$ cat src/hdl/crc32c_length_padded_hash_assert.svh
// assertion macros for the length-padded crc32c hash
// expects i_clk and i_rst_n in the scope where a macro is used
`ifndef CRC32C_LENGTH_PADDED_HASH_ASSERT_SVH
`define CRC32C_LENGTH_PADDED_HASH_ASSERT_SVH

// checked only outside reset
`define CLPH_ASSERT(lbl, prop, msg) \
    lbl: assert property (@(posedge i_clk) disable iff (!i_rst_n) prop) else $error(msg);

// checked on every edge, reset included
`define CLPH_ASSERT_ALWAYS(lbl, prop, msg) \
    lbl: assert property (@(posedge i_clk) prop) else $error(msg);

`endif

$ cat src/hdl/clph_pkg.sv
// types, microcode table and byte-wise crc32c update for the length-padded hash
// no dependencies
`timescale 1ns / 1ps
`default_nettype none

package clph_pkg;

    localparam logic [31:0] CRC_POLY = 32'h82F6_3B78;

    localparam int STEP_W = 4;

    localparam logic [STEP_W-1:0] STEP_IDLE = 4'd0;
    localparam logic [STEP_W-1:0] STEP_LEN0 = 4'd1;
    localparam logic [STEP_W-1:0] STEP_PAD  = 4'd9;
    localparam logic [STEP_W-1:0] STEP_EMIT = 4'd10;

    // byte fed into the crc in a step
    typedef enum logic [1:0] {
        SRC_NONE,
        SRC_DATA,
        SRC_LEN,
        SRC_PAD
    } t_src;

    // jump condition: taken goes to target, otherwise the step repeats
    typedef enum logic [1:0] {
        COND_ALWAYS,
        COND_FINISH,
        COND_PHASE0,
        COND_OUT_FREE
    } t_cond;

    typedef struct packed {
        logic              accept;
        logic              emit;
        t_src              src;
        logic [2:0]        len_idx;
        t_cond             cond;
        logic [STEP_W-1:0] target;
    } t_ctrl;

    function automatic t_ctrl ucode(input logic [STEP_W-1:0] step);
        t_ctrl w;
        w.accept  = 1'b0;
        w.emit    = 1'b0;
        w.src     = SRC_NONE;
        w.len_idx = 3'd0;
        w.cond    = COND_ALWAYS;
        w.target  = STEP_IDLE;
        case (step)
            STEP_IDLE: begin
                w.accept = 1'b1;
                w.src    = SRC_DATA;
                w.cond   = COND_FINISH;
                w.target = STEP_LEN0;
            end
            4'd1, 4'd2, 4'd3, 4'd4, 4'd5, 4'd6, 4'd7, 4'd8: begin
                w.src     = SRC_LEN;
                w.len_idx = 3'(step - STEP_LEN0);
                w.target  = step + 4'd1;
            end
            STEP_PAD: begin
                w.src    = SRC_PAD;
                w.cond   = COND_PHASE0;
                w.target = STEP_EMIT;
            end
            STEP_EMIT: begin
                w.emit   = 1'b1;
                w.cond   = COND_OUT_FREE;
                w.target = STEP_IDLE;
            end
            default: begin
                w.target = STEP_IDLE;
            end
        endcase
        return w;
    endfunction

    // reflected crc update by one byte, eight shift steps
    function automatic logic [31:0] crc_byte(input logic [31:0] crc, input logic [7:0] b);
        logic [31:0] c;
        c = crc ^ {24'd0, b};
        for (int k = 0; k < 8; k++) begin
            c = c[0] ? ((c >> 1) ^ CRC_POLY) : (c >> 1);
        end
        return c;
    endfunction

endpackage

`default_nettype wire

$ cat src/hdl/crc32c_length_padded_hash.sv
// length-padded crc32c stream hash, microcoded sequencer over one crc datapath
// depends on clph_pkg and crc32c_length_padded_hash_assert.svh
//
// channel  | valid   | ready   | payload
// ---------+---------+---------+---------------------
// input    | i_valid | o_ready | i_kind, i_data_byte
// result   | o_valid | i_ready | o_hash_value
//
// a data byte is absorbed while the sequencer stays on its idle step
// a finish runs through the accept, eight length steps, one pad step per pad byte
// plus one that sees the aligned count, then one emit step
// the emit step waits while the previous result has not been taken
// the result register holds the hash until its transfer, the next item may enter meanwhile
// synchronous active-low reset clears the step counter, crc, counter and result valid
`timescale 1ns / 1ps
`default_nettype none

module crc32c_length_padded_hash (
    input  wire logic        i_clk,
    input  wire logic        i_rst_n,
    input  wire logic        i_valid,
    output logic             o_ready,
    input  wire logic        i_kind,
    input  wire logic [7:0]  i_data_byte,
    output logic             o_valid,
    input  wire logic        i_ready,
    output logic [31:0]      o_hash_value
);

    logic [clph_pkg::STEP_W-1:0] r_step, n_step;
    logic [31:0]                 r_crc, n_crc;
    logic [63:0]                 r_count, n_count;
    logic [2:0]                  r_pad, n_pad;
    logic                        r_o_valid, n_o_valid;
    logic [31:0]                 r_hash, n_hash;

    clph_pkg::t_ctrl ctrl;
    logic            in_xfer;
    logic            cond_met;
    logic            absorb;
    logic [7:0]      len_byte;
    logic [7:0]      src_byte;

    assign ctrl     = clph_pkg::ucode(r_step);
    assign o_ready  = ctrl.accept;
    assign in_xfer  = i_valid && ctrl.accept;
    // length byte k is taken from the running count, which keeps counting
    assign len_byte = 8'(r_count >> {ctrl.len_idx, 3'b000});

    always_comb begin
        case (ctrl.cond)
            clph_pkg::COND_ALWAYS:   cond_met = 1'b1;
            clph_pkg::COND_FINISH:   cond_met = in_xfer && i_kind;
            clph_pkg::COND_PHASE0:   cond_met = (r_count[2:0] == 3'd0);
            clph_pkg::COND_OUT_FREE: cond_met = !r_o_valid || i_ready;
            default:                 cond_met = 1'b1;
        endcase

        case (ctrl.src)
            clph_pkg::SRC_DATA: begin
                absorb   = in_xfer && !i_kind;
                src_byte = i_data_byte;
            end
            clph_pkg::SRC_LEN: begin
                absorb   = 1'b1;
                src_byte = len_byte;
            end
            clph_pkg::SRC_PAD: begin
                absorb   = !cond_met;
                src_byte = {5'd0, r_pad};
            end
            default: begin
                absorb   = 1'b0;
                src_byte = 8'd0;
            end
        endcase

        n_step    = cond_met ? ctrl.target : r_step;
        n_crc     = r_crc;
        n_count   = r_count;
        n_pad     = r_pad;
        n_hash    = r_hash;
        n_o_valid = r_o_valid && !i_ready;

        if (absorb) begin
            n_crc   = clph_pkg::crc_byte(r_crc, src_byte);
            n_count = r_count + 64'd1;
            if (ctrl.src == clph_pkg::SRC_PAD) begin
                n_pad = r_pad + 3'd1;
            end
        end

        if (ctrl.emit && cond_met) begin
            n_hash    = r_crc;
            n_o_valid = 1'b1;
            n_crc     = 32'd0;
            n_count   = 64'd0;
            n_pad     = 3'd0;
        end
    end

    always_ff @(posedge i_clk) begin
        if (!i_rst_n) begin
            r_step    <= clph_pkg::STEP_IDLE;
            r_crc     <= 32'd0;
            r_count   <= 64'd0;
            r_pad     <= 3'd0;
            r_o_valid <= 1'b0;
        end else begin
            r_step    <= n_step;
            r_crc     <= n_crc;
            r_count   <= n_count;
            r_pad     <= n_pad;
            r_o_valid <= n_o_valid;
        end
    end

    always_ff @(posedge i_clk) begin
        r_hash <= n_hash;
    end

    assign o_valid      = r_o_valid;
    assign o_hash_value = r_hash;

`include "crc32c_length_padded_hash_assert.svh"

    `CLPH_ASSERT(a_finish_starts_len, (in_xfer && i_kind) |=> (r_step == clph_pkg::STEP_LEN0), "finish did not start length steps")
    `CLPH_ASSERT(a_emit_aligned, (r_step == clph_pkg::STEP_EMIT) |-> (r_count[2:0] == 3'd0), "emit with unaligned byte count")
    `CLPH_ASSERT(a_valid_from_emit, $rose(o_valid) |-> ($past(r_step) == clph_pkg::STEP_EMIT), "result without emit step")
    `CLPH_ASSERT(a_emit_clears, (ctrl.emit && cond_met) |=> (r_count == 64'd0 && r_crc == 32'd0 && r_step == clph_pkg::STEP_IDLE), "state not cleared after emit")
    `CLPH_ASSERT_ALWAYS(a_reset_idle, !i_rst_n |=> (!o_valid && r_step == clph_pkg::STEP_IDLE), "reset left block busy")

endmodule

`default_nettype wire

$ cat config.mk
export PLATFORM = sky130hd
export DESIGN_NAME = crc32c_length_padded_hash
export DESIGN_NICKNAME = d
export VERILOG_FILES = /design/src/hdl/clph_pkg.sv /design/src/hdl/crc32c_length_padded_hash.sv
export VERILOG_INCLUDE_DIRS = /design/src /design/src/hdl
export SDC_FILE = /design/constraint.sdc
export NUM_CORES = 1
export LEC_CHECK = 0
export BUFFER_PORTS_ARGS = -buffer_cell sky130_fd_sc_hd__clkbuf_2
export CAP_MARGIN = 20
export CORE_ASPECT_RATIO = 0.9
export CORE_MARGIN = 10
export CORE_UTILIZATION = 57
export CTS_BUF_LIST = sky130_fd_sc_hd__clkbuf_8
export CTS_CLUSTER_SIZE = 14
export DETAILED_ROUTE_END_ITERATION = 8
export PLACE_DENSITY = 0.82
export SYNTH_ARGS = -nofsm -noshare
export SYNTH_HDL_FRONTEND = slang
export SYNTH_SLANG_ARGS = --single-unit
$ cat constraint.sdc
create_clock -name i_clk -period 4.1 [get_ports i_clk]
set_input_delay 0.41 -clock i_clk [delete_from_list [all_inputs] [get_ports i_clk]]
set_output_delay 0.41 -clock i_clk [all_outputs]
set_load 0.005 [all_outputs]
Word level (Yosys, flattened, before mapping) --
Cells that the tools add are included.
Storage, ports and cells: flip-flop bits (word level) 136
Cells by class: shift operators 1, reductions and logical operators 16, add/subtract/negate cells 4, multiplexer cells 18, bitwise logic cells 10, equality and inequality tests 16
Operator list (count):
- two-way mux 32 bit | 8
- NOT 16 -> 17 bit | 8
- adder 64 x 1 -> 64 bit (second input constant) | 1
- right shift 64 x 6 -> 8 bit | 1
- XOR 32 x 8 -> 32 bit | 1
- one-hot mux 8 bit (3 select lines) | 1
- equality test 4 x 3 -> 1 bit (second input constant) | 4
- equality test 4 bit (second input constant) | 3
- one-hot mux 2 bit (3 select lines) | 2
- one-hot mux 4 bit (3 select lines) | 1
- equality test 2 bit (second input constant) | 4
- equality test 4 x 2 -> 1 bit (second input constant) | 2
- OR reduction 8 bit | 1
- logical AND 1 bit | 5
- adder 4 x 1 -> 4 bit (second input constant) | 1
- equality test 2 x 1 -> 1 bit (second input constant) | 2
- equality test 4 x 1 -> 1 bit (second input constant) | 1
- zero test 1 bit | 4
- zero test 4 bit | 1
- one-hot mux 1 bit (4 select lines) | 1
- adder 3 x 1 -> 3 bit (second input constant) | 1
- zero test 3 bit | 1
- two-way mux 1 bit | 3
- two-way mux 3 bit | 1
- 7 further kinds | 7

Logic depth before layout (Yosys ltp) --
Gate-level depths: netlist of run 1.
depth after elaboration 22, gate-level depth with buffers 16

Worst setup path before layout of run 1 --
OpenSTA, ideal clock, no wires.
path kind register to register, from register r_step[0] (netlist bit), to register r_crc[19], slack 164 ps, path buffers 2, cell stages (with the launch flop) 16, library setup time 132 ps, data arrival time 3803 ps, required time 3968 ps, cells stage by stage dfxtp_1 inv_2 ha_1 buf_2 or3_1 buf_2 a22o_1 a221o_1 a31oi_1 a221oi_2 xor2_2 xor3_2 xnor2_4 xor3_1 nand2_1 a21oi_1
On the way: longest elaborated chain between the ends 18, elaborated cells on any way between the ends 51, those cells by class 1 x add/sub; 16 x eq/ne; 1 x shift; 16 x mux; 8 x bitwise; 9 x reduce/logical
Ends and longest elaborated chain:
- start, declared | line crc32c_length_padded_hash.sv:30 | logic [clph_pkg::STEP_W-1:0] r_step, n_step;
- start signal, assigned | line crc32c_length_padded_hash.sv:104 | r_step <= clph_pkg::STEP_IDLE;
- start signal, assigned | line crc32c_length_padded_hash.sv:110 | r_step <= n_step;
- equality test 4 x 1 -> 1 bit (tied with other cells) | line clph_pkg.sv:50 | case (step)
- OR reduction 8 bit | line clph_pkg.sv:50
- two-way mux 3 bit / one-hot mux 2 bit (3 select lines) (equally long branches) | line clph_pkg.sv:50
- right shift 64 x 6 -> 8 bit (tied with other cells) | line crc32c_length_padded_hash.sv:48 | assign len_byte = 8'(r_count >> {ctrl.len_idx, 3'b000});
- one-hot mux 8 bit (3 select lines) | line crc32c_length_padded_hash.sv:59 | case (ctrl.src)
- XOR 32 x 8 -> 32 bit | line clph_pkg.sv:82 | c = crc ^ {24'd0, b};
- two-way mux 32 bit (3 in series) | line clph_pkg.sv:84 | c = c[0] ? ((c >> 1) ^ CRC_POLY) : (c >> 1);
- NOT 16 -> 17 bit (no line)
- two-way mux 32 bit | line clph_pkg.sv:84
- NOT 16 -> 17 bit (no line)
- two-way mux 32 bit | line clph_pkg.sv:84
- NOT 16 -> 17 bit (no line)
- two-way mux 32 bit | line clph_pkg.sv:84
- NOT 16 -> 17 bit (no line)
- two-way mux 32 bit (2 in series) | line clph_pkg.sv:84
- end signal, assigned | line crc32c_length_padded_hash.sv:111 | r_crc <= n_crc;
- end, declared | line crc32c_length_padded_hash.sv:31 | logic [31:0] r_crc, n_crc;
Parallel ways exist; a longest one is shown, timed or not. A chain may end at the register's enable or synchronous reset.

Final worst setup path of run 1 --
from register r_step[1] (netlist bit), to register r_crc[16]
On the way: longest elaborated chain between the ends 19, elaborated cells on any way between the ends 50, those cells by class 1 x add/sub; 16 x eq/ne; 1 x shift; 16 x mux; 7 x bitwise; 9 x reduce/logical
Ends and longest elaborated chain (line):
- equality test 4 x 1 -> 1 bit (tied with other cells) | clph_pkg.sv:50
- OR reduction 8 bit | clph_pkg.sv:50
- two-way mux 3 bit / one-hot mux 2 bit (3 select lines) (equally long branches) | clph_pkg.sv:50
- right shift 64 x 6 -> 8 bit (tied with other cells) | crc32c_length_padded_hash.sv:48
- one-hot mux 8 bit (3 select lines) | crc32c_length_padded_hash.sv:59
- XOR 32 x 8 -> 32 bit | clph_pkg.sv:82
- two-way mux 32 bit | clph_pkg.sv:84
- NOT 16 -> 17 bit (no line)
- two-way mux 32 bit | clph_pkg.sv:84
- NOT 16 -> 17 bit (no line)
- two-way mux 32 bit | clph_pkg.sv:84
- NOT 16 -> 17 bit (no line)
- two-way mux 32 bit (2 in series) | clph_pkg.sv:84
- NOT 16 -> 17 bit (no line)
- two-way mux 32 bit | clph_pkg.sv:84
- NOT 16 -> 17 bit (no line)
- two-way mux 32 bit (2 in series) | clph_pkg.sv:84
Parallel ways exist; a longest one is shown, timed or not.

==> run_results.csv, run 1 <==
group,metric,value,unit
place,gp_congestion,0.9600,
finish,final_layout_size_suffix_gt1_frac,0.1899,
finish,layout_commonest_cell,"nor2_1",
logic_synthesis,syn_area,0.007497,mm^2
die,start_util,0.5864,
logic_synthesis,syn_inst,819,
logic_synthesis,synth-seq-cells,136,
drt,num_vias,6636,
logic_synthesis,yosysTopAreaCell,"dfxtp_1",
sta,setup_viol,0,
die,die_area,0.01815,mm^2
logic_synthesis,synth_edf_count,32,
finish,n_antenna_cell,0,
worst_setup_path,crit_fanout,7,
worst_setup_path,slowest_stage,"xor3_1",
drt,drtAntennaViolNets,0,
global_route,grt_pass1_vias,6057,
global_route,antenna_found_initial,0,
logic_synthesis,synth.top_cell.area_share,0.2777,
global_route,grt_max_degree,63,
logic_synthesis,yosysUniqueCellTypes,82,
sta,skew,0.01644,ns
finish,nNetsFinal,918,
finish,areaGrowthSynthToFinish,15.82,%
cts,cts_made_buffers,17,
logic_synthesis,synth-async-reset-ratio,0,
cts,holdBufCountCts,0,
worst_setup_path,start_kind,"flip-flop",
cts,cts_tree,"built",
run,max_cap_violations,0,
finish,post-route-util,0.6792,
sta,hold_violations,0,
logic_synthesis,ys_seq_area_frac,0.4059,
cts,cts_buffer_depth,2,
logic_synthesis,synthesis.nets,839,
cts,clock_latency,0.46,ns
global_route,grt_pass1_wl,31.69,mm
cts,cts_root_buf,"clkbuf_8",
global_route,grtUsageTotal,0.2165,
worst_setup_path,crit_required,4.46,ns
sta,clock.fmax,248.3,MHz
logic_synthesis,synth-main-ff-cell,"dfxtp_1",
die,core_area,0.01278,mm^2
cts,cts.clk_slew.worst_paths,0.08,ns
die,fp.dieW,140.9,um
finish,fillers,944,
global_route,grt_overflow,0,
place,dp_hpwl,14.51,mm
die,num_rows,39,
sta,worstMarginPinSlew,0.7219,ns
cts,cts.sinks,136,
worst_setup_path,slowest_delay,0.62,ns
sta,maxSlewViolCount,0,
sta,slew_headroom,0.5170,
logic_synthesis,syn_area_per_cell,9.154,um^2
worst_setup_path,cp_cell_sequence,"inv_1 > ha_1 > or3_1 > a22oi_4 > buf_4 > nand2_1 > a22o_1 > o211ai_1 > xnor2_2 > xor3_1 > xnor2_1 > xnor2_1 > a211oi_1",
sta,setup_tns,0,ns
worst_setup_path,crit_family,"XOR/XNOR gates",
place,io_buffer_count,46,
worst_setup_path,path_common_cell,"xnor2_1",
worst_setup_path,cp.arrival,4.39,ns
drt,drcViolationCount,0,
worst_setup_path,path_buf_inv,2,
drt,drt_iter0_drc,920,
drt,via_per_inst,6.173,
drt,wl_per_cell,19.32,um
drt,wirelength,20.77,mm
drt,first_pass_iters,8,
sta,fin_crit,4.028,ns
sta,finalCritPeriodShare,0.9824,
logic_synthesis,synthTopCellsByArea,"dfxtp_1, edfxtp_1, xnor2_1",
finish,layout_common_cells,"nor2_1, dfxtp_1, nand2_1",
worst_setup_path,critPathCaptureType,"flip-flop",
cts,cts_max_level,4,
die,die_h,128.8,um
logic_synthesis,yosysWarningCount,0,
worst_hold_path,hp-class,"in -> reg",
worst_setup_path,crit_type,"reg -> reg",
die,io_pins,47,
outcome,outcome,"completed",
## worst paths after layout
check,start,to,slack [ns],cells past startpoint
worst max-delay path,r_step[1],r_crc[16],0.07,13
worst min-delay path,i_ready,o_valid,0.29,3
worst max register to register,r_step[1],r_crc[16],0.07,13
worst min register to register,r_crc[26],o_hash_value[26],0.49,0
## area by class of cell
class                           instances  area, um^2  share of cell area
Clock buffer                           17       234.0             0.02695
Clock inverter                         15       158.9             0.01830
Inverter                               32       120.1             0.01383
Multi-Input combinational cell        614        4284              0.4934
Sequential cell                       136        3043              0.3504
Tap cell                              164       205.2             0.02363
Timing Repair Buffer                   97       638.1             0.07349
## worst register-to-register path: cells and delay by family, from the launching register on
family | cells | cell delay, ns
xor gates and xnor gates | 4 | 1.26
AOI/OAI and AO/OA | 4 | 1.14
and+or+nand+nor | 2 | 0.53
DFF | 1 | 0.41
adders and majority gates | 1 | 0.33
buffers and inverters | 2 | 0.27
## what timing repair did
action / in CTS / in global routing
gates cloned: 0 / 1
endpoints found under the setup margin: 4 / 42
gates resized for setup: 1 / 13
pin swaps: 1 / 5
buffers inserted: 0 / 14
## cell usage after synthesis (8+ instances only)
cell	instances
dfxtp_1	104
buf_2	9
edfxtp_1	32
nor3_1	17
xnor2_1	60
inv_1	31
nand3_1	36
clkbuf_1	26
nand2_1	74
nand2b_1	8
o21ai_0	30
and3_1	19
a211oi_1	19
nand4_1	10
a21oi_1	37
or3_1	14
nor2_1	108
xor2_1	54
## state kept, by name, summed over array words and instances (netlist names)
name	cells
r_pad	3
r_step	4
o_valid	1
o_hash_value	32
r_crc	32
r_count	64
## logic make-up after synthesis
kind of cell	synth area share
buffers and inverters	0.03855
multiplexers	0.03354
AO/OA/AOI/OAI	0.1395
AND/OR/NAND/NOR	0.2059
adder cells (fa/ha/maj)	0.01168
XOR/XNOR	0.1649
flip-flops	0.4059
## stage by stage
| stage | hold WS (ns) | instances | setup slack (ns) | area (um^2) |
|---|---|---|---|---|
| 6_report | 0.2866 | 1075 | 0.07230 | 8683 |
| 5_1_grt | 0.2892 | 1075 | -0.1047 | 8683 |
| 4_1_cts | 0.2744 | 1060 | 0.01693 | 8469 |
| 3_5_place_dp | 0.4709 | 1028 | -0.08917 | 8070 |
| 3_3_place_gp | 0.4696 | 1028 | -0.02638 | 8070 |
| 2_1_floorplan | 0.4326 | 819 | 0.1644 | 7497 |
## per-layer routing
metal  vias to the layer above  GRT usage  routed length (um)
met1                      3140     0.2897                8698
met4                         0     0.1025                 599
met2                       384     0.3201                9292
met3                        71    0.05590                2181
met5                         -          0                   0
li1                       3041          -                   -
Power of run 1 is not shown: default switching activity piles up to over one toggle a cycle in this logic, so the estimate is an artifact.
==> run 2, diff against run 1 <==
CELL_PAD_IN_SITES_DETAIL_PLACEMENT = 1   (was unset)
CELL_PAD_IN_SITES_GLOBAL_PLACEMENT = 1   (was unset)
CORE_UTILIZATION = 44   (was 57)
PLACE_DENSITY = 0.81   (was 0.82)
==> run 2 against run 1 <==
Net effect: design area grew 1.5%; register-to-register slack lost 0.03 ns; routed wire length grew 17%; critical path type unchanged; die area grew 25%; non-clock buffer count grew 4; setup slack lost 0.034 ns; sequential share of layout area shrank 0.49 points; final cell count grew 4.7%.
==> run_results.csv, run 2 (synthesis gave the netlist of run 1 again) <==
group,metric,value,unit
outcome,outcome,"completed",
place,io_buffer_count,46,
die,num_rows,45,
place,placed_area,0.008162,mm^2
worst_setup_path,path_buf_inv,1,
finish,regMostFlops,"r_count",
global_route,gr-usage-met3,0.04960,
worst_setup_path,crit_required,4.50,ns
worst_setup_path,critPathCaptureType,"flip-flop",
sta,clock.fmax,246.2,MHz
die,start_util,0.4468,
sta,setup_tns,0,ns
global_route,met2_usage,0.3480,
finish,multi_input_comb_area,0.004308,mm^2
global_route,use_met1,0.2800,
worst_setup_path,crit_cells,13,
worst_setup_path,reg2reg_depth,13,
drt,drtAntennaViolNets,0,
global_route,top_usage_layer,"met2",
cts,clock_latency,0.47,ns
worst_setup_path,slowest_delay,0.49,ns
run,max_cap_violations,0,
sta,worstMarginPinSlew,0.6896,ns
global_route,grt_max_degree,38,
cts,cts_made_buffers,17,
cts,cts_buffer_depth,2,
finish,nNetsFinal,921,
finish,layout_commonest_cell,"nor2_1",
drt,via_per_inst,5.839,
cts,cts_tree,"built",
drt,drcViolationCount,0,
die,die_h,143.8,um
finish,final_layout_size_suffix_gt1_frac,0.2057,
sta,slew_headroom,0.5367,
place,dp_hpwl,17.39,mm
cts,cts_root_buf,"clkbuf_8",
worst_setup_path,cp_cell_sequence,"inv_1 > ha_2 > or3b_1 > o22ai_4 > mux4_2 > o21ai_0 > or4_1 > and3_1 > xor2_1 > xnor2_2 > xnor2_1 > nand2_1 > a21oi_1",
die,io_pins,47,
cts,cts.sinks,136,
finish,ff_latch_area,0.003044,mm^2
worst_setup_path,crit_fanout,8,
worst_hold_path,hold_depth,3,
drt,wl_per_cell,21.64,um
finish,n_antenna_cell,0,
finish,layout_common_cells,"nor2_1, dfxtp_1, nand2_1",
global_route,grtUsageTotal,0.2160,
worst_setup_path,crit_type,"reg -> reg",
sta,fin_crit,4.062,ns
cts,cts_max_level,4,
drt,num_vias,6569,
sta,whs,0.2601,ns
global_route,grt_pass1_vias,6697,
die,core_area,0.01678,mm^2
worst_setup_path,slowest_stage,"or3b_1",
sta,skew,0.01228,ns
cts,cts.clk_slew.worst_paths,0.08,ns
global_route,antenna_found_initial,0,
worst_hold_path,hp-class,"in -> reg",
global_route,grt_pass1_wl,37.86,mm
drt,drt_iter0_drc,505,
cts,holdBufCountCts,0,
sta,hold_violations,0,
sta,finalCritPeriodShare,0.9907,
drt,first_pass_iters,5,
die,fp.dieW,157.6,um
drt,wirelength,24.35,mm
worst_setup_path,cp.arrival,4.46,ns
finish,fin_area,0.008811,mm^2
finish,fillers,1954,
die,die_area,0.02267,mm^2
place,gp_congestion,0.9127,
worst_setup_path,crit_family,"simple AND/OR/NAND/NOR gates",
sta,setup_viol,0,
finish,areaGrowthSynthToFinish,17.52,%
global_route,grt_overflow,0,
worst_setup_path,r2r_slack,0.04,ns
worst_setup_path,start_kind,"flip-flop",
sta,maxSlewViolCount,0,
finish,largest_reg_flops,64,
run 2: final cells by class:
cell class | count | area share
clock buffers | 17 | 0.02655
clock inverters | 15 | 0.02244
inverters | 32 | 0.01363
multi-input cells | 613 | 0.4889
flip-flops and latches | 136 | 0.3455
well taps | 211 | 0.02996
repair buffers | 101 | 0.07299
run 2: final timing paths:
| path | end | start |
|---|---|---|
| max reg2reg | r_crc[22] | r_step[1] |
| min | o_valid | i_ready |
| max | r_crc[22] | r_step[1] |
| min reg2reg | o_hash_value[9] | r_crc[9] |
run 2: per-stage QoR:
stage	setup WS, ns	utilization	cells
6_report	0.03798	0.5251	1125
4_1_cts	0.003995	0.5138	1115
2_1_floorplan	0.1644	-	819
3_5_place_dp	-0.02007	0.4864	1081
3_3_place_gp	0.1044	0.4864	1081
5_1_grt	-0.06978	0.5251	1125
run 2: metal layers:
| layer | share of wire | vias up |
|---|---|---|
| li1 | - | 3042 |
| met1 | 0.44 | 3279 |
| met3 | 0.057 | 43 |
| met5 | 0 | - |
| met4 | 0.025 | 0 |
| met2 | 0.47 | 205 |
run 2: repair_timing:
| action | CTS | global route |
|---|---|---|
| endpoints found under the setup margin | 6 | 40 |
| endpoints found under the hold margin | 0 | 0 |
| buffers inserted | 2 | 10 |
| pin swaps | 2 | 5 |
| gates resized for setup | 3 | 21 |
run 2: tightest hold or removal path: stages:
cell and delay, ns:
clkbuf_2 0.07, nand2b_1 0.13, a21oi_1 0.07
Power of run 2 is left out for the same reason.
